--- src/rtl/core/tilt_complementary_filter_top_macros.svh ---
// ---------------------------------------------------------------------------
// tilt complementary filter assertion macros
// shared concurrent check forms, clocked on clock and held off during reset
// ---------------------------------------------------------------------------
`ifndef TILT_COMPLEMENTARY_FILTER_TOP_MACROS_SVH
`define TILT_COMPLEMENTARY_FILTER_TOP_MACROS_SVH

// consequent must hold in the same cycle as the antecedent
`define TCF_ASSERT_NOW(label, ante, cons, msg) \
   label: assert property (@(posedge clock) disable iff (reset) (ante) |-> (cons)) \
      else $error(msg);

// consequent must hold in the cycle after the antecedent
`define TCF_ASSERT_NEXT(label, ante, cons, msg) \
   label: assert property (@(posedge clock) disable iff (reset) (ante) |=> (cons)) \
      else $error(msg);

`endif

--- src/rtl/core/tcf_pkg.sv ---
// ---------------------------------------------------------------------------
// tcf_pkg
// widths, constants, types and the arctangent angle table of the tilt filter
// ---------------------------------------------------------------------------
`timescale 1ns / 1ps

package tcf_pkg;

   // angle format: units of 2^-ANGLE_FRAC_BITS degree
   localparam int ANGLE_FRAC_BITS  = 16;
   localparam int ARCTAN_STEPS_DEF = 20;

   localparam int SAMPLE_W    = 16;
   localparam int WEIGHT_W    = 16;
   localparam int TILT_W      = 25;
   localparam int ACCEL_ANG_W = 24;

   localparam logic [WEIGHT_W-1:0] WEIGHT_RESET = WEIGHT_W'(62915);

   // cordic vectoring, angles in 2^-24 degree
   localparam int ATAN_FRAC       = 24;
   localparam int CORDIC_PRESHIFT = 14;
   localparam int ATAN_W          = 32;
   localparam int CORDIC_W        = ATAN_W + 1;
   localparam logic [63:0] ATAN_K = 64'd961263669;
   localparam logic signed [CORDIC_W-1:0] RIGHT_ANGLE_Z = CORDIC_W'(90) <<< ATAN_FRAC;
   localparam int RIGHT_ANGLE_F = 90 << ANGLE_FRAC_BITS;
   localparam int TILT_LIMIT    = 180 << ANGLE_FRAC_BITS;

   // gyro step: round(|rate * dt| * 2^F / 16e6), bit-serial multiply then divide
   localparam int GYRO_MUL_STEPS   = SAMPLE_W;
   localparam int GYRO_PROD_W      = 2 * SAMPLE_W;
   localparam int GYRO_NUM_W       = GYRO_PROD_W + ANGLE_FRAC_BITS;
   localparam int GYRO_QUO_W       = 24;
   localparam int GYRO_DIV_W       = GYRO_NUM_W - GYRO_QUO_W;
   localparam int GYRO_DIVISOR_VAL = 16000000;
   localparam int GYRO_BIAS        = GYRO_DIVISOR_VAL / 2;
   localparam int DELTA_W          = GYRO_QUO_W + 1;

   // blend: mix = (prev + delta - accel) * w + accel * 2^WEIGHT_W
   localparam int BLEND_DIFF_W = 27;
   localparam int MIX_W        = 43;
   localparam int BLEND_STEPS  = WEIGHT_W;

   typedef struct packed {
      logic busy;
      logic done;
   } unit_stat_type;

   typedef enum logic [1:0] {
      ST_IDLE,
      ST_FRONT,
      ST_BLEND
   } tcf_state_type;

   // atan(2^-i) in 2^-24 degree
   function automatic logic [ATAN_W-1:0] atan_entry(input logic [4:0] i);
      logic [63:0] wide;
      wide = (ATAN_K + (64'd1 << (i - 5'd1))) >> i;
      case (i)
         5'd0:    atan_entry = ATAN_W'(754974720);
         5'd1:    atan_entry = ATAN_W'(445687602);
         5'd2:    atan_entry = ATAN_W'(235489088);
         5'd3:    atan_entry = ATAN_W'(119537938);
         5'd4:    atan_entry = ATAN_W'(60000934);
         5'd5:    atan_entry = ATAN_W'(30029717);
         5'd6:    atan_entry = ATAN_W'(15018523);
         5'd7:    atan_entry = ATAN_W'(7509720);
         5'd8:    atan_entry = ATAN_W'(3754917);
         5'd9:    atan_entry = ATAN_W'(1877466);
         default: atan_entry = wide[ATAN_W-1:0];
      endcase
   endfunction

endpackage

--- src/rtl/core/tcf_if.sv ---
// ---------------------------------------------------------------------------
// tcf_if
// valid/ready channels carrying imu samples in and filtered angles out
// ---------------------------------------------------------------------------
`timescale 1ns / 1ps

interface tcf_req_if import tcf_pkg::*; ();
   logic                       valid;
   logic                       ready;
   logic signed [SAMPLE_W-1:0] accel_x;
   logic signed [SAMPLE_W-1:0] accel_z;
   logic signed [SAMPLE_W-1:0] gyro_rate;
   logic        [SAMPLE_W-1:0] elapsed_us;

   modport source (output valid, accel_x, accel_z, gyro_rate, elapsed_us, input ready);
   modport sink   (input valid, accel_x, accel_z, gyro_rate, elapsed_us, output ready);
endinterface

interface tcf_rsp_if import tcf_pkg::*; ();
   logic                          valid;
   logic                          ready;
   logic signed [TILT_W-1:0]      tilt_angle;
   logic signed [ACCEL_ANG_W-1:0] accel_angle;

   modport source (output valid, tilt_angle, accel_angle, input ready);
   modport sink   (input valid, tilt_angle, accel_angle, output ready);
endinterface

--- src/rtl/core/tcf_cordic.sv ---
// ---------------------------------------------------------------------------
// tcf_cordic
// iterative cordic vectoring unit giving -atan(accel_x / accel_z) in degrees
// ---------------------------------------------------------------------------
`timescale 1ns / 1ps

module tcf_cordic import tcf_pkg::*; #(
   parameter int ARCTAN_STEPS = ARCTAN_STEPS_DEF
) (
   input  logic                          clock,
   input  logic                          reset,
   input  logic                          start,
   input  logic signed [SAMPLE_W-1:0]    accel_x,
   input  logic signed [SAMPLE_W-1:0]    accel_z,
   output logic signed [ACCEL_ANG_W-1:0] angle,
   output unit_stat_type                 stat
);

   localparam int CNT_W       = $clog2(ARCTAN_STEPS + 1);
   localparam int ROUND_SHIFT = ATAN_FRAC - ANGLE_FRAC_BITS;
   localparam int ROUND_HALF  = 1 << (ROUND_SHIFT - 1);
   localparam int THETA_W     = ACCEL_ANG_W - 1;

   logic                          busy_ff, busy_in;
   logic                          done_ff, done_in;
   logic [CNT_W-1:0]              cnt_ff, cnt_in;
   logic signed [CORDIC_W-1:0]    x_ff, x_in, y_ff, y_in, z_ff, z_in;
   logic                          zero_x_ff, zero_x_in, zero_z_ff, zero_z_in;
   logic                          neg_ff, neg_in;
   logic signed [ACCEL_ANG_W-1:0] angle_ff, angle_in;

   logic signed [SAMPLE_W:0]      ax_ext, az_ext, ax_mag, az_mag;
   logic [4:0]                    idx;
   logic signed [CORDIC_W-1:0]    xs, ys, step_ang;
   logic [ATAN_W-1:0]             z_clamp, theta_wide;
   logic [THETA_W-1:0]            theta, mag;
   logic signed [ACCEL_ANG_W-1:0] mag_s, angle_fin;

   always_comb begin
      ax_ext   = (SAMPLE_W + 1)'(accel_x);
      az_ext   = (SAMPLE_W + 1)'(accel_z);
      ax_mag   = ax_ext[SAMPLE_W] ? -ax_ext : ax_ext;
      az_mag   = az_ext[SAMPLE_W] ? -az_ext : az_ext;
      idx      = 5'(cnt_ff);
      xs       = x_ff >>> idx;
      ys       = y_ff >>> idx;
      step_ang = CORDIC_W'(atan_entry(idx));

      // clamp to 0..90 degrees, then round half up to the output format
      if (z_ff[CORDIC_W-1]) begin
         z_clamp = '0;
      end else if (z_ff > RIGHT_ANGLE_Z) begin
         z_clamp = RIGHT_ANGLE_Z[ATAN_W-1:0];
      end else begin
         z_clamp = z_ff[ATAN_W-1:0];
      end
      theta_wide = z_clamp + ATAN_W'(ROUND_HALF);
      theta      = THETA_W'(theta_wide >> ROUND_SHIFT);

      if (zero_x_ff) begin
         mag = '0;
      end else if (zero_z_ff) begin
         mag = THETA_W'(RIGHT_ANGLE_F);
      end else begin
         mag = theta;
      end
      mag_s     = $signed({1'b0, mag});
      angle_fin = neg_ff ? -mag_s : mag_s;
   end

   always_comb begin
      busy_in   = busy_ff;
      done_in   = done_ff;
      cnt_in    = cnt_ff;
      x_in      = x_ff;
      y_in      = y_ff;
      z_in      = z_ff;
      zero_x_in = zero_x_ff;
      zero_z_in = zero_z_ff;
      neg_in    = neg_ff;
      angle_in  = angle_ff;
      if (start) begin
         busy_in   = 1'b1;
         done_in   = 1'b0;
         cnt_in    = '0;
         x_in      = CORDIC_W'(az_mag) <<< CORDIC_PRESHIFT;
         y_in      = CORDIC_W'(ax_mag) <<< CORDIC_PRESHIFT;
         z_in      = '0;
         zero_x_in = (accel_x == '0);
         zero_z_in = (accel_z == '0);
         // angle is positive only when the two readings differ in sign
         neg_in    = (accel_x[SAMPLE_W-1] == accel_z[SAMPLE_W-1]);
      end else if (busy_ff) begin
         if (cnt_ff == CNT_W'(ARCTAN_STEPS)) begin
            busy_in  = 1'b0;
            done_in  = 1'b1;
            angle_in = angle_fin;
         end else begin
            cnt_in = cnt_ff + CNT_W'(1);
            if (!y_ff[CORDIC_W-1]) begin
               x_in = x_ff + ys;
               y_in = y_ff - xs;
               z_in = z_ff + step_ang;
            end else begin
               x_in = x_ff - ys;
               y_in = y_ff + xs;
               z_in = z_ff - step_ang;
            end
         end
      end
   end

   always_ff @(posedge clock) begin
      if (reset) begin
         busy_ff <= 1'b0;
         done_ff <= 1'b0;
         cnt_ff  <= '0;
      end else begin
         busy_ff <= busy_in;
         done_ff <= done_in;
         cnt_ff  <= cnt_in;
      end
   end

   always_ff @(posedge clock) begin
      x_ff      <= x_in;
      y_ff      <= y_in;
      z_ff      <= z_in;
      zero_x_ff <= zero_x_in;
      zero_z_ff <= zero_z_in;
      neg_ff    <= neg_in;
      angle_ff  <= angle_in;
   end

   assign angle     = angle_ff;
   assign stat.busy = busy_ff;
   assign stat.done = done_ff;

endmodule

--- src/rtl/core/tcf_gyro.sv ---
// ---------------------------------------------------------------------------
// tcf_gyro
// gyro angle step: bit-serial rate * dt product, then restoring divide by 16e6
// ---------------------------------------------------------------------------
`timescale 1ns / 1ps

module tcf_gyro import tcf_pkg::*; (
   input  logic                      clock,
   input  logic                      reset,
   input  logic                      start,
   input  logic signed [SAMPLE_W-1:0] gyro_rate,
   input  logic        [SAMPLE_W-1:0] elapsed_us,
   output logic signed [DELTA_W-1:0] delta,
   output unit_stat_type             stat
);

   localparam int LOAD_STEP = GYRO_MUL_STEPS;
   localparam int LAST_STEP = GYRO_MUL_STEPS + GYRO_QUO_W + 1;
   localparam int CNT_W     = $clog2(LAST_STEP + 1);
   localparam logic [GYRO_DIV_W:0] DIVISOR = (GYRO_DIV_W + 1)'(GYRO_DIVISOR_VAL);

   logic                     busy_ff, busy_in;
   logic                     done_ff, done_in;
   logic [CNT_W-1:0]         cnt_ff, cnt_in;
   logic                     neg_ff, neg_in;
   logic [SAMPLE_W-1:0]      mag_ff, mag_in;
   logic [SAMPLE_W-1:0]      e_sr_ff, e_sr_in;
   logic [GYRO_PROD_W-1:0]   prod_ff, prod_in;
   logic [GYRO_DIV_W-1:0]    rem_ff, rem_in;
   logic [GYRO_QUO_W-1:0]    low_sr_ff, low_sr_in;
   logic [GYRO_QUO_W-1:0]    quo_sr_ff, quo_sr_in;
   logic signed [DELTA_W-1:0] delta_ff, delta_in;

   logic [GYRO_NUM_W-1:0]    num;
   logic [GYRO_DIV_W:0]      trial;
   logic                     q_bit;
   logic signed [DELTA_W-1:0] quo_s;

   always_comb begin
      num   = GYRO_NUM_W'({prod_ff, {ANGLE_FRAC_BITS{1'b0}}}) + GYRO_NUM_W'(GYRO_BIAS);
      trial = {rem_ff, low_sr_ff[GYRO_QUO_W-1]};
      q_bit = (trial >= DIVISOR);
      quo_s = $signed(DELTA_W'(quo_sr_ff));
   end

   always_comb begin
      busy_in   = busy_ff;
      done_in   = done_ff;
      cnt_in    = cnt_ff;
      neg_in    = neg_ff;
      mag_in    = mag_ff;
      e_sr_in   = e_sr_ff;
      prod_in   = prod_ff;
      rem_in    = rem_ff;
      low_sr_in = low_sr_ff;
      quo_sr_in = quo_sr_ff;
      delta_in  = delta_ff;
      if (start) begin
         busy_in = 1'b1;
         done_in = 1'b0;
         cnt_in  = '0;
         neg_in  = gyro_rate[SAMPLE_W-1];
         mag_in  = gyro_rate[SAMPLE_W-1] ? SAMPLE_W'(-gyro_rate) : SAMPLE_W'(gyro_rate);
         e_sr_in = elapsed_us;
         prod_in = '0;
      end else if (busy_ff) begin
         cnt_in = cnt_ff + CNT_W'(1);
         if (cnt_ff < CNT_W'(LOAD_STEP)) begin
            // msb-first shift-add over the elapsed time bits
            prod_in = (prod_ff << 1) +
                      (e_sr_ff[SAMPLE_W-1] ? GYRO_PROD_W'(mag_ff) : GYRO_PROD_W'(0));
            e_sr_in = e_sr_ff << 1;
         end else if (cnt_ff == CNT_W'(LOAD_STEP)) begin
            rem_in    = num[GYRO_NUM_W-1:GYRO_QUO_W];
            low_sr_in = num[GYRO_QUO_W-1:0];
         end else if (cnt_ff < CNT_W'(LAST_STEP)) begin
            // one quotient bit per cycle, remainder stays below the divisor
            rem_in    = q_bit ? GYRO_DIV_W'(trial - DIVISOR) : trial[GYRO_DIV_W-1:0];
            quo_sr_in = {quo_sr_ff[GYRO_QUO_W-2:0], q_bit};
            low_sr_in = low_sr_ff << 1;
         end else begin
            busy_in  = 1'b0;
            done_in  = 1'b1;
            delta_in = neg_ff ? -quo_s : quo_s;
         end
      end
   end

   always_ff @(posedge clock) begin
      if (reset) begin
         busy_ff <= 1'b0;
         done_ff <= 1'b0;
         cnt_ff  <= '0;
      end else begin
         busy_ff <= busy_in;
         done_ff <= done_in;
         cnt_ff  <= cnt_in;
      end
   end

   always_ff @(posedge clock) begin
      neg_ff    <= neg_in;
      mag_ff    <= mag_in;
      e_sr_ff   <= e_sr_in;
      prod_ff   <= prod_in;
      rem_ff    <= rem_in;
      low_sr_ff <= low_sr_in;
      quo_sr_ff <= quo_sr_in;
      delta_ff  <= delta_in;
   end

   assign delta     = delta_ff;
   assign stat.busy = busy_ff;
   assign stat.done = done_ff;

endmodule

--- src/rtl/core/tcf_blend.sv ---
// ---------------------------------------------------------------------------
// tcf_blend
// serial weighted blend of gyro path and accel angle, rounded and saturated
// ---------------------------------------------------------------------------
`timescale 1ns / 1ps

module tcf_blend import tcf_pkg::*; (
   input  logic                          clock,
   input  logic                          reset,
   input  logic                          start,
   input  logic signed [TILT_W-1:0]      prev_angle,
   input  logic signed [DELTA_W-1:0]     delta,
   input  logic signed [ACCEL_ANG_W-1:0] accel_angle,
   input  logic        [WEIGHT_W-1:0]    weight,
   output logic signed [TILT_W-1:0]      tilt,
   output unit_stat_type                 stat
);

   localparam int CNT_W = $clog2(BLEND_STEPS + 1);
   localparam logic signed [MIX_W-1:0] HALF_UP   = MIX_W'(1) <<< (WEIGHT_W - 1);
   localparam logic signed [MIX_W-1:0] HALF_DOWN = HALF_UP - MIX_W'(1);
   localparam logic signed [MIX_W-1:0] LIM_HI    = MIX_W'(TILT_LIMIT);
   localparam logic signed [MIX_W-1:0] LIM_LO    = -LIM_HI;

   logic                           busy_ff, busy_in;
   logic                           done_ff, done_in;
   logic [CNT_W-1:0]               cnt_ff, cnt_in;
   logic signed [BLEND_DIFF_W-1:0] diff_ff, diff_in;
   logic [WEIGHT_W-1:0]            w_sr_ff, w_sr_in;
   logic signed [MIX_W-1:0]        mix_ff, mix_in;
   logic signed [TILT_W-1:0]       tilt_ff, tilt_in;

   logic signed [MIX_W-1:0]        rnd, quo, sat;

   always_comb begin
      // half away from zero
      rnd = mix_ff + (mix_ff[MIX_W-1] ? HALF_DOWN : HALF_UP);
      quo = rnd >>> WEIGHT_W;
      if (quo > LIM_HI) begin
         sat = LIM_HI;
      end else if (quo < LIM_LO) begin
         sat = LIM_LO;
      end else begin
         sat = quo;
      end
   end

   always_comb begin
      busy_in = busy_ff;
      done_in = done_ff;
      cnt_in  = cnt_ff;
      diff_in = diff_ff;
      w_sr_in = w_sr_ff;
      mix_in  = mix_ff;
      tilt_in = tilt_ff;
      if (start) begin
         busy_in = 1'b1;
         done_in = 1'b0;
         cnt_in  = '0;
         diff_in = BLEND_DIFF_W'(prev_angle) + BLEND_DIFF_W'(delta)
                   - BLEND_DIFF_W'(accel_angle);
         w_sr_in = weight;
         // accel term picks up its 2^WEIGHT_W factor from the doublings
         mix_in  = MIX_W'(accel_angle);
      end else if (busy_ff) begin
         if (cnt_ff == CNT_W'(BLEND_STEPS)) begin
            busy_in = 1'b0;
            done_in = 1'b1;
            tilt_in = TILT_W'(sat);
         end else begin
            cnt_in  = cnt_ff + CNT_W'(1);
            mix_in  = (mix_ff <<< 1) +
                      (w_sr_ff[WEIGHT_W-1] ? MIX_W'(diff_ff) : MIX_W'(0));
            w_sr_in = w_sr_ff << 1;
         end
      end
   end

   always_ff @(posedge clock) begin
      if (reset) begin
         busy_ff <= 1'b0;
         done_ff <= 1'b0;
         cnt_ff  <= '0;
      end else begin
         busy_ff <= busy_in;
         done_ff <= done_in;
         cnt_ff  <= cnt_in;
      end
   end

   always_ff @(posedge clock) begin
      diff_ff <= diff_in;
      w_sr_ff <= w_sr_in;
      mix_ff  <= mix_in;
      tilt_ff <= tilt_in;
   end

   assign tilt      = tilt_ff;
   assign stat.busy = busy_ff;
   assign stat.done = done_ff;

endmodule

--- src/rtl/core/tilt_complementary_filter_top.sv ---
// ---------------------------------------------------------------------------
// tilt_complementary_filter_top
// complementary filter for tilt: accel arctangent blended with integrated gyro
//
// req_chan takes one imu sample per item (accel x/z, gyro rate, elapsed us);
// rsp_chan returns one item per sample: the filtered tilt angle and the
// accelerometer-only angle, both in 1/65536 degree.
// csr_wr_en/csr_wr_data write the gyro path weight; write it only while idle.
// An item is accepted only while the core is idle, so a new item cannot be
// taken before the last one is through; the next item can be taken in the
// cycle after its result is loaded into the output register. The time per
// item is set by the gyro path (bit-serial multiply, then restoring divide)
// followed by the serial blend; the cordic runs beside the gyro path and
// stays hidden for ARCTAN_STEPS up to 41.
// A result waiting on a stalled receiver does not block a new item; only the
// final load waits until the output register is free.
// Reset clears the previous angle to zero and the weight to 0.96.
// ---------------------------------------------------------------------------
`timescale 1ns / 1ps
`include "tilt_complementary_filter_top_macros.svh"

module tilt_complementary_filter_top import tcf_pkg::*; #(
   parameter int ARCTAN_STEPS = ARCTAN_STEPS_DEF
) (
   input  logic                clock,
   input  logic                reset,
   tcf_req_if.sink             req_chan,
   tcf_rsp_if.source           rsp_chan,
   input  logic                csr_wr_en,
   input  logic [WEIGHT_W-1:0] csr_wr_data
);

   localparam logic signed [TILT_W-1:0]      TILT_MAX  = TILT_W'(TILT_LIMIT);
   localparam logic signed [ACCEL_ANG_W-1:0] ACCEL_MAX = ACCEL_ANG_W'(RIGHT_ANGLE_F);

   tcf_state_type                 state_ff, state_in;
   logic [WEIGHT_W-1:0]           weight_ff, weight_in;
   logic signed [TILT_W-1:0]      prev_angle_ff, prev_angle_in;
   logic                          rsp_valid_ff, rsp_valid_in;
   logic signed [TILT_W-1:0]      tilt_ff, tilt_in;
   logic signed [ACCEL_ANG_W-1:0] accel_ff, accel_in;

   unit_stat_type                 cordic_stat, gyro_stat, blend_stat;
   logic signed [ACCEL_ANG_W-1:0] cordic_angle;
   logic signed [DELTA_W-1:0]     gyro_delta;
   logic signed [TILT_W-1:0]      blend_tilt;

   logic req_ready, front_start, blend_start, out_load, out_free, front_done;

   assign out_free   = !rsp_valid_ff || rsp_chan.ready;
   assign front_done = gyro_stat.done && cordic_stat.done;

   tcf_cordic #(
      .ARCTAN_STEPS (ARCTAN_STEPS)
   ) u_cordic (
      .clock   (clock),
      .reset   (reset),
      .start   (front_start),
      .accel_x (req_chan.accel_x),
      .accel_z (req_chan.accel_z),
      .angle   (cordic_angle),
      .stat    (cordic_stat)
   );

   tcf_gyro u_gyro (
      .clock      (clock),
      .reset      (reset),
      .start      (front_start),
      .gyro_rate  (req_chan.gyro_rate),
      .elapsed_us (req_chan.elapsed_us),
      .delta      (gyro_delta),
      .stat       (gyro_stat)
   );

   tcf_blend u_blend (
      .clock       (clock),
      .reset       (reset),
      .start       (blend_start),
      .prev_angle  (prev_angle_ff),
      .delta       (gyro_delta),
      .accel_angle (cordic_angle),
      .weight      (weight_ff),
      .tilt        (blend_tilt),
      .stat        (blend_stat)
   );

   // next state
   always_comb begin
      state_in = state_ff;
      case (state_ff)
         ST_IDLE: begin
            if (req_chan.valid) begin
               state_in = ST_FRONT;
            end
         end
         ST_FRONT: begin
            if (front_done) begin
               state_in = ST_BLEND;
            end
         end
         ST_BLEND: begin
            if (blend_stat.done && out_free) begin
               state_in = ST_IDLE;
            end
         end
         default: begin
            state_in = ST_IDLE;
         end
      endcase
   end

   // control outputs
   always_comb begin
      req_ready   = 1'b0;
      front_start = 1'b0;
      blend_start = 1'b0;
      out_load    = 1'b0;
      case (state_ff)
         ST_IDLE: begin
            req_ready   = 1'b1;
            front_start = req_chan.valid;
         end
         ST_FRONT: begin
            blend_start = front_done;
         end
         ST_BLEND: begin
            out_load = blend_stat.done && out_free;
         end
         default: begin
            req_ready = 1'b0;
         end
      endcase
   end

   always_comb begin
      weight_in     = csr_wr_en ? csr_wr_data : weight_ff;
      prev_angle_in = out_load ? blend_tilt : prev_angle_ff;
      tilt_in       = out_load ? blend_tilt : tilt_ff;
      accel_in      = out_load ? cordic_angle : accel_ff;
      if (out_load) begin
         rsp_valid_in = 1'b1;
      end else if (rsp_chan.ready) begin
         rsp_valid_in = 1'b0;
      end else begin
         rsp_valid_in = rsp_valid_ff;
      end
   end

   always_ff @(posedge clock) begin
      if (reset) begin
         state_ff      <= ST_IDLE;
         weight_ff     <= WEIGHT_RESET;
         prev_angle_ff <= '0;
         rsp_valid_ff  <= 1'b0;
      end else begin
         state_ff      <= state_in;
         weight_ff     <= weight_in;
         prev_angle_ff <= prev_angle_in;
         rsp_valid_ff  <= rsp_valid_in;
      end
   end

   always_ff @(posedge clock) begin
      tilt_ff  <= tilt_in;
      accel_ff <= accel_in;
   end

   assign req_chan.ready       = req_ready;
   assign rsp_chan.valid       = rsp_valid_ff;
   assign rsp_chan.tilt_angle  = tilt_ff;
   assign rsp_chan.accel_angle = accel_ff;

   `TCF_ASSERT_NEXT(a_front_busy, front_start, gyro_stat.busy && cordic_stat.busy, "front units idle after accept")
   `TCF_ASSERT_NOW(a_blend_after_front, blend_start, !gyro_stat.busy && !cordic_stat.busy, "blend started early")
   `TCF_ASSERT_NOW(a_prev_in_range, 1'b1, prev_angle_ff <= TILT_MAX && prev_angle_ff >= -TILT_MAX, "tilt out of range")
   `TCF_ASSERT_NOW(a_accel_in_range, rsp_valid_ff, accel_ff <= ACCEL_MAX && accel_ff >= -ACCEL_MAX, "accel angle out of range")

endmodule

--- src/flat_wrapper.sv ---
// flat-port wrapper written by rule: the top's interface ports become plain ports
module tilt_complementary_filter_top_flat import tcf_pkg::*;
#(
   parameter int ARCTAN_STEPS = ARCTAN_STEPS_DEF
)
  (clock, reset, csr_wr_en, csr_wr_data, req_chan_valid, req_chan_accel_x, req_chan_accel_z, req_chan_gyro_rate, req_chan_elapsed_us, req_chan_ready, rsp_chan_valid, rsp_chan_tilt_angle, rsp_chan_accel_angle, rsp_chan_ready);
  tcf_req_if req_chan_i ();
  tcf_rsp_if rsp_chan_i ();
  input  logic clock;
  input  logic reset;
  input  logic csr_wr_en;
  input  logic [WEIGHT_W-1:0] csr_wr_data;
  input wire logic [$bits(req_chan_i.valid)-1:0] req_chan_valid;
  input wire logic [$bits(req_chan_i.accel_x)-1:0] req_chan_accel_x;
  input wire logic [$bits(req_chan_i.accel_z)-1:0] req_chan_accel_z;
  input wire logic [$bits(req_chan_i.gyro_rate)-1:0] req_chan_gyro_rate;
  input wire logic [$bits(req_chan_i.elapsed_us)-1:0] req_chan_elapsed_us;
  output wire logic [$bits(req_chan_i.ready)-1:0] req_chan_ready;
  output wire logic [$bits(rsp_chan_i.valid)-1:0] rsp_chan_valid;
  output wire logic [$bits(rsp_chan_i.tilt_angle)-1:0] rsp_chan_tilt_angle;
  output wire logic [$bits(rsp_chan_i.accel_angle)-1:0] rsp_chan_accel_angle;
  input wire logic [$bits(rsp_chan_i.ready)-1:0] rsp_chan_ready;
  assign req_chan_i.valid = req_chan_valid;
  assign req_chan_i.accel_x = req_chan_accel_x;
  assign req_chan_i.accel_z = req_chan_accel_z;
  assign req_chan_i.gyro_rate = req_chan_gyro_rate;
  assign req_chan_i.elapsed_us = req_chan_elapsed_us;
  assign req_chan_ready = req_chan_i.ready;
  assign rsp_chan_valid = rsp_chan_i.valid;
  assign rsp_chan_tilt_angle = rsp_chan_i.tilt_angle;
  assign rsp_chan_accel_angle = rsp_chan_i.accel_angle;
  assign rsp_chan_i.ready = rsp_chan_ready;
  tilt_complementary_filter_top #(.ARCTAN_STEPS(ARCTAN_STEPS)) u_core (.clock(clock), .reset(reset), .req_chan(req_chan_i), .rsp_chan(rsp_chan_i), .csr_wr_en(csr_wr_en), .csr_wr_data(csr_wr_data));
endmodule
--- config.mk ---
export PLATFORM = sky130hd
export DESIGN_NAME = tilt_complementary_filter_top_flat
export DESIGN_NICKNAME = d
export VERILOG_FILES = /design/src/rtl/core/tcf_pkg.sv /design/src/rtl/core/tcf_if.sv /design/src/rtl/core/tcf_cordic.sv /design/src/rtl/core/tcf_gyro.sv /design/src/rtl/core/tcf_blend.sv /design/src/rtl/core/tilt_complementary_filter_top.sv /design/src/flat_wrapper.sv
export VERILOG_INCLUDE_DIRS = /design/src /design/src/rtl/core
export SDC_FILE = /design/constraint.sdc
export NUM_CORES = 2
export LEC_CHECK = 0
export BUFFER_PORTS_ARGS = -buffer_cell sky130_fd_sc_hd__buf_2
export CORE_UTILIZATION = 48
export CTS_CLUSTER_DIAMETER = 50
export DETAILED_ROUTE_END_ITERATION = 8
export GPL_TIMING_DRIVEN = 1
export HOLD_SLACK_MARGIN = 0.05
export PLACE_DENSITY_LB_ADDON = 0.3
export SLEW_MARGIN = 20
export SYNTH_ARGS = -nofsm -noshare
export SYNTH_HDL_FRONTEND = slang
export SYNTH_SLANG_ARGS = --single-unit
export TNS_END_PERCENT = 10
--- constraint.sdc ---
create_clock -name clock -period 27 [get_ports clock]
set_input_delay 5.4 -clock clock [delete_from_list [all_inputs] [get_ports clock]]
set_output_delay 5.4 -clock clock [all_outputs]
set_load 0.02 [all_outputs]
==> parameters.txt <==
Parameter                              Value

Yosys
  Net count of the mapped netlist    4994
  Share of synthesized cell area in and, or, nand and nor gates    18.1%
  Adder and majority gate portion of the synthesized area    8.19%
  Post-synthesis mux area share    7.27%
  Compound-gate portion of the synthesized area    19.8%
  Share of the yosys chip area belonging to registers    33.0%
  Post-synth EDFFs    346
  Count of synthesis-stage warnings from yosys    0
  Count of distinct cell types in the synthesized netlist    104
  Xor-xnor portion of the synthesized cell area    8.95%
  Register bit count reported by yosys    505
  Share of flip-flops with an asynchronous set or reset    0%
  Netlist area before placement    41100 um2
  Combinational family with the most area after synthesis    compound AO/OA/AOI/OAI gates
  Predominant post-synthesis flop cell    sky130_fd_sc_hd__edfxtp_1
  Number of instances in the synthesized netlist    4658
  Average footprint of a synthesized cell    8.82 um2

Worst hold path
  Class of the worst hold path    flop to flop
  Hold-critical path depth    0

Place
  Final weighted congestion of routability-driven global placement    0.996
  Half-perimeter wire length of the detailed placement result    84600 um
  Count of input and output buffers    135

Die
  Die outline width    295 um
  Row Count    106
  Core region area    84200 um2
  Vertical die dimension    295 um
  I/O pin total    136
  Effective utilization at floorplan    48.8%
  Total die area    86800 um2

Finish
  Area added between synthesis and finish    9.28%
  Number of nets in the finished design    5007
  Share of layout cells above drive strength 1    11.0%
  Core occupancy in the finished layout    53.3%

Worst setup path
  Max stage delay cell, worst path    sky130_fd_sc_hd__o311ai_1
  Setup crit end kind    flop
  FF-to-FF End    u_core.u_cordic.z_ff[32]$_SDFFE_PP0P_
  Worst setup path endpoint    u_core.u_cordic.z_ff[32]$_SDFFE_PP0P_
  Setup slack, reg-to-reg    17.51 ns
  Startpoint type of the worst setup path    flop
  Crit path from    u_core.u_cordic.cnt_ff[1]$_SDFFE_PP0P_
  Reg-to-reg critical path startpoint    u_core.u_cordic.cnt_ff[1]$_SDFFE_PP0P_
  Critical path fanouts, max    44
  Data required time at the worst endpoint    27.48 ns
  Count of cells along the worst register-to-register path    28
  CP dominant cell by count    sky130_fd_sc_hd__ha_1
  Critical path class    flop to flop
  Worst path max stage delay    0.86 ns
  Data arrival time of the worst path    9.97 ns

Clock network
  Hold bufs inserted after CTS    0
  TritonCTS buffer count    71
  Root Buffer Master    sky130_fd_sc_hd__clkbuf_16
  CTS tree    built
  Post-CTS setup-driven buffer insertion count    0
  Worst-case clock buffer depth    3
  Latest clock arrival within the worst-skew pair    0.63 ns
  Clk sinks    505
  H-tree lvl count    3
  PostCTS Resize Cnt    0
  Clock-pin slew on the worst setup and hold paths    0.06 ns

Status
  Status    complete, no violations

STA
  Max Transition Viols Final    0
  Max-Slew Margin vs Limit    23.6%
  Largest clock skew in the final design    0.0346 ns
  Final worst path period share    35.2%
  RSZ-0062 raised after global routing    false
  Finish-stage setup viols    0
  Minimum clock period after layout    9.49 ns
  Hold Violations, Final    0
  Actual slew at the worst max-slew pin    1.14 ns
  Total negative slack for setup checks    0 ns
  Hold Slack    0.449 ns
  Achievable clock frequency    0.105 GHz

Global route
  Total congestion overflow    0
  Antenna violations before repair    2
  Overall track demand over capacity in global routing    26.0%
  Wire length of the first global-routing pass    181000 um
  Maximum number of pins on one net before global-route repair    77
  Vias in the first global route    33.0k

Pwr
  PD cells    74.7 nW/um2
  VDD IR-drop max    0.0616 mV
  Power Total    3.35 mW
  LEAKAGE    17.5 nW

Detailed routing
  Iter 0 DRT Violations    3172
  # DRC    0
  Number of nets still failing antenna checks after routing    0
  Average detailed-routed wire length per instance    19.6 um
  Count of vias placed by the detailed router    35.3k
  TritonRoute pass-1 iters    6
  Vias per cell    6.02
  Total Routed Length    115000 um

Run
  Max-capacitance violation count    0
-- Yosys cell counts (46+ instances only) --
| cell type | instances | area (um2) |
|---|---|---|
| sky130_fd_sc_hd__a21o_1 | 89 | 668 |
| sky130_fd_sc_hd__a21oi_1 | 379 | 1900 |
| sky130_fd_sc_hd__a31oi_1 | 50 | 313 |
| sky130_fd_sc_hd__and2_1 | 71 | 444 |
| sky130_fd_sc_hd__and3_1 | 56 | 350 |
| sky130_fd_sc_hd__clkbuf_1 | 161 | 604 |
| sky130_fd_sc_hd__dfxtp_1 | 159 | 3180 |
| sky130_fd_sc_hd__edfxtp_1 | 346 | 10400 |
| sky130_fd_sc_hd__ha_1 | 221 | 2770 |
| sky130_fd_sc_hd__inv_1 | 212 | 796 |
| sky130_fd_sc_hd__mux2i_1 | 46 | 460 |
| sky130_fd_sc_hd__mux4_2 | 96 | 2160 |
| sky130_fd_sc_hd__nand2_1 | 563 | 2110 |
| sky130_fd_sc_hd__nand2b_1 | 53 | 332 |
| sky130_fd_sc_hd__nand3_1 | 98 | 490 |
| sky130_fd_sc_hd__nor2_1 | 387 | 1450 |
| sky130_fd_sc_hd__nor2b_1 | 57 | 357 |
| sky130_fd_sc_hd__nor3_1 | 79 | 395 |
| sky130_fd_sc_hd__o21a_1 | 53 | 398 |
| sky130_fd_sc_hd__o21ai_0 | 261 | 1310 |
| sky130_fd_sc_hd__o22ai_1 | 46 | 288 |
| sky130_fd_sc_hd__o31ai_1 | 53 | 398 |
| sky130_fd_sc_hd__xnor2_1 | 253 | 2220 |
| sky130_fd_sc_hd__xor2_1 | 167 | 1460 |
-- report_power, final --
part | switching, mW | leakage (nW) | internal [mW]
Clock | 0.371 | 1.12 | 0.545
Combinational | 0.806 | 11.9 | 0.634
Sequential | 0.103 | 4.50 | 0.894
-- flip-flops by register name (all words and copies together) (netlist names), 24 cells and up --
name / count
u_core.u_blend.mix_ff: 43
u_core.u_cordic.x_ff: 33
u_core.u_cordic.y_ff: 33
u_core.u_cordic.z_ff: 33
u_core.u_gyro.prod_ff: 32
u_core.u_blend.diff_ff: 27
u_core.prev_angle_ff: 25
u_core.rsp_chan.tilt_angle: 25
u_core.u_blend.tilt: 25
u_core.u_gyro.delta: 25
u_core.rsp_chan.accel_angle: 24
u_core.u_cordic.angle: 24
u_core.u_gyro.quo_sr_ff: 24
u_core.u_gyro.rem_ff: 24
-- worst min-delay path by stage --
stage                                     startpoint                                  endpoint  slack (ns)
4_1_cts        u_core.u_blend.tilt[11]$_SDFFCE_PP0P_  u_core.rsp_chan.tilt_angle[11]$_DFFE_PP_        0.45
3_3_place_gp   u_core.u_blend.tilt[11]$_SDFFCE_PP0P_  u_core.rsp_chan.tilt_angle[11]$_DFFE_PP_        0.44
6_report       u_core.u_blend.tilt[11]$_SDFFCE_PP0P_  u_core.rsp_chan.tilt_angle[11]$_DFFE_PP_        0.45
2_1_floorplan   u_core.u_blend.tilt[0]$_SDFFCE_PP0P_   u_core.rsp_chan.tilt_angle[0]$_DFFE_PP_        0.43
3_5_place_dp   u_core.u_blend.tilt[11]$_SDFFCE_PP0P_  u_core.rsp_chan.tilt_angle[11]$_DFFE_PP_        0.43
5_1_grt        u_core.u_blend.tilt[11]$_SDFFCE_PP0P_  u_core.rsp_chan.tilt_angle[11]$_DFFE_PP_        0.45
-- placed cells by master (no fill, tap or decap), drive strengths merged, types with 20 or more instances in the layout --
master	Yosys	final
nand2	564	564
a211oi	47	47
o22ai	46	46
dfxtp	159	159
mux2	30	30
nand3	98	98
a211o	24	24
a21oi	379	379
nor2	388	388
nand4	39	39
xnor2	253	253
o31ai	56	56
a21o	89	89
or2	20	20
clkbuf	161	85
o21bai	21	21
ha	221	221
o211ai	21	21
edfxtp	346	346
mux4	96	96
nor4	34	34
xor2	167	167
nor2b	57	57
buf	89	190
clkinv	5	21
o21a	53	53
and3	56	56
a21boi	23	23
fa	30	30
o21ai	265	265
and2	74	74
mux2i	48	48
or3	43	43
inv	213	229
nor3	82	82
nand2b	53	53
a31oi	50	50
-- cell families after synthesis --
kind of cell / after synthesis
xor+xnor: 420
simple gates: 1576
compound gates: 1264
buf+inv: 468
fa+ha+maj: 251
flops: 505
mux: 174
-- layer usage --
metal	part of all wire, %	GRT usage [%]	routed length [um]
met5	0.028	0	32
met4	3.8	10.2	4360
met3	5.7	3.09	6600
met2	47	43.4	54400
met1	43	34.3	49500
-- worst max-delay path: cells and delay by family (launching register included) --
kind | cells | cell delay [ns]
and+or+nand+nor | 5 | 2.01
adders and majority gates | 3 | 1.29
DFF | 1 | 0.69
xor gates and xnor gates | 1 | 0.18
buffers and inverters | 1 | 0.46
muxes | 2 | 0.48
AOI/OAI and AO/OA | 16 | 4.24
-- per-stage QoR --
stage / setup slack, ns / cell area (um2) / std cells
floorplan: 17.93 / 41100 / 4658
global route: 17.10 / 44900 / 5860
CTS: 17.76 / 44900 / 5860
finish: 17.51 / 44900 / 5861
detailed placement: 17.79 / 42600 / 5732
global placement: 17.91 / 42600 / 5731
-- area by class of cell --
class / instances / area, um2
clock buffer: 85 / 1920
inverter: 218 / 821
fill: 7711 / 39300
clock inverter: 43 / 404
sequential: 505 / 13600
multi-input combinational: 3685 / 25700
antenna: 1 / 2.50
tap: 1134 / 1420
timing repair buffer: 190 / 1100
Note: power is estimated with default switching activity, not from simulation.
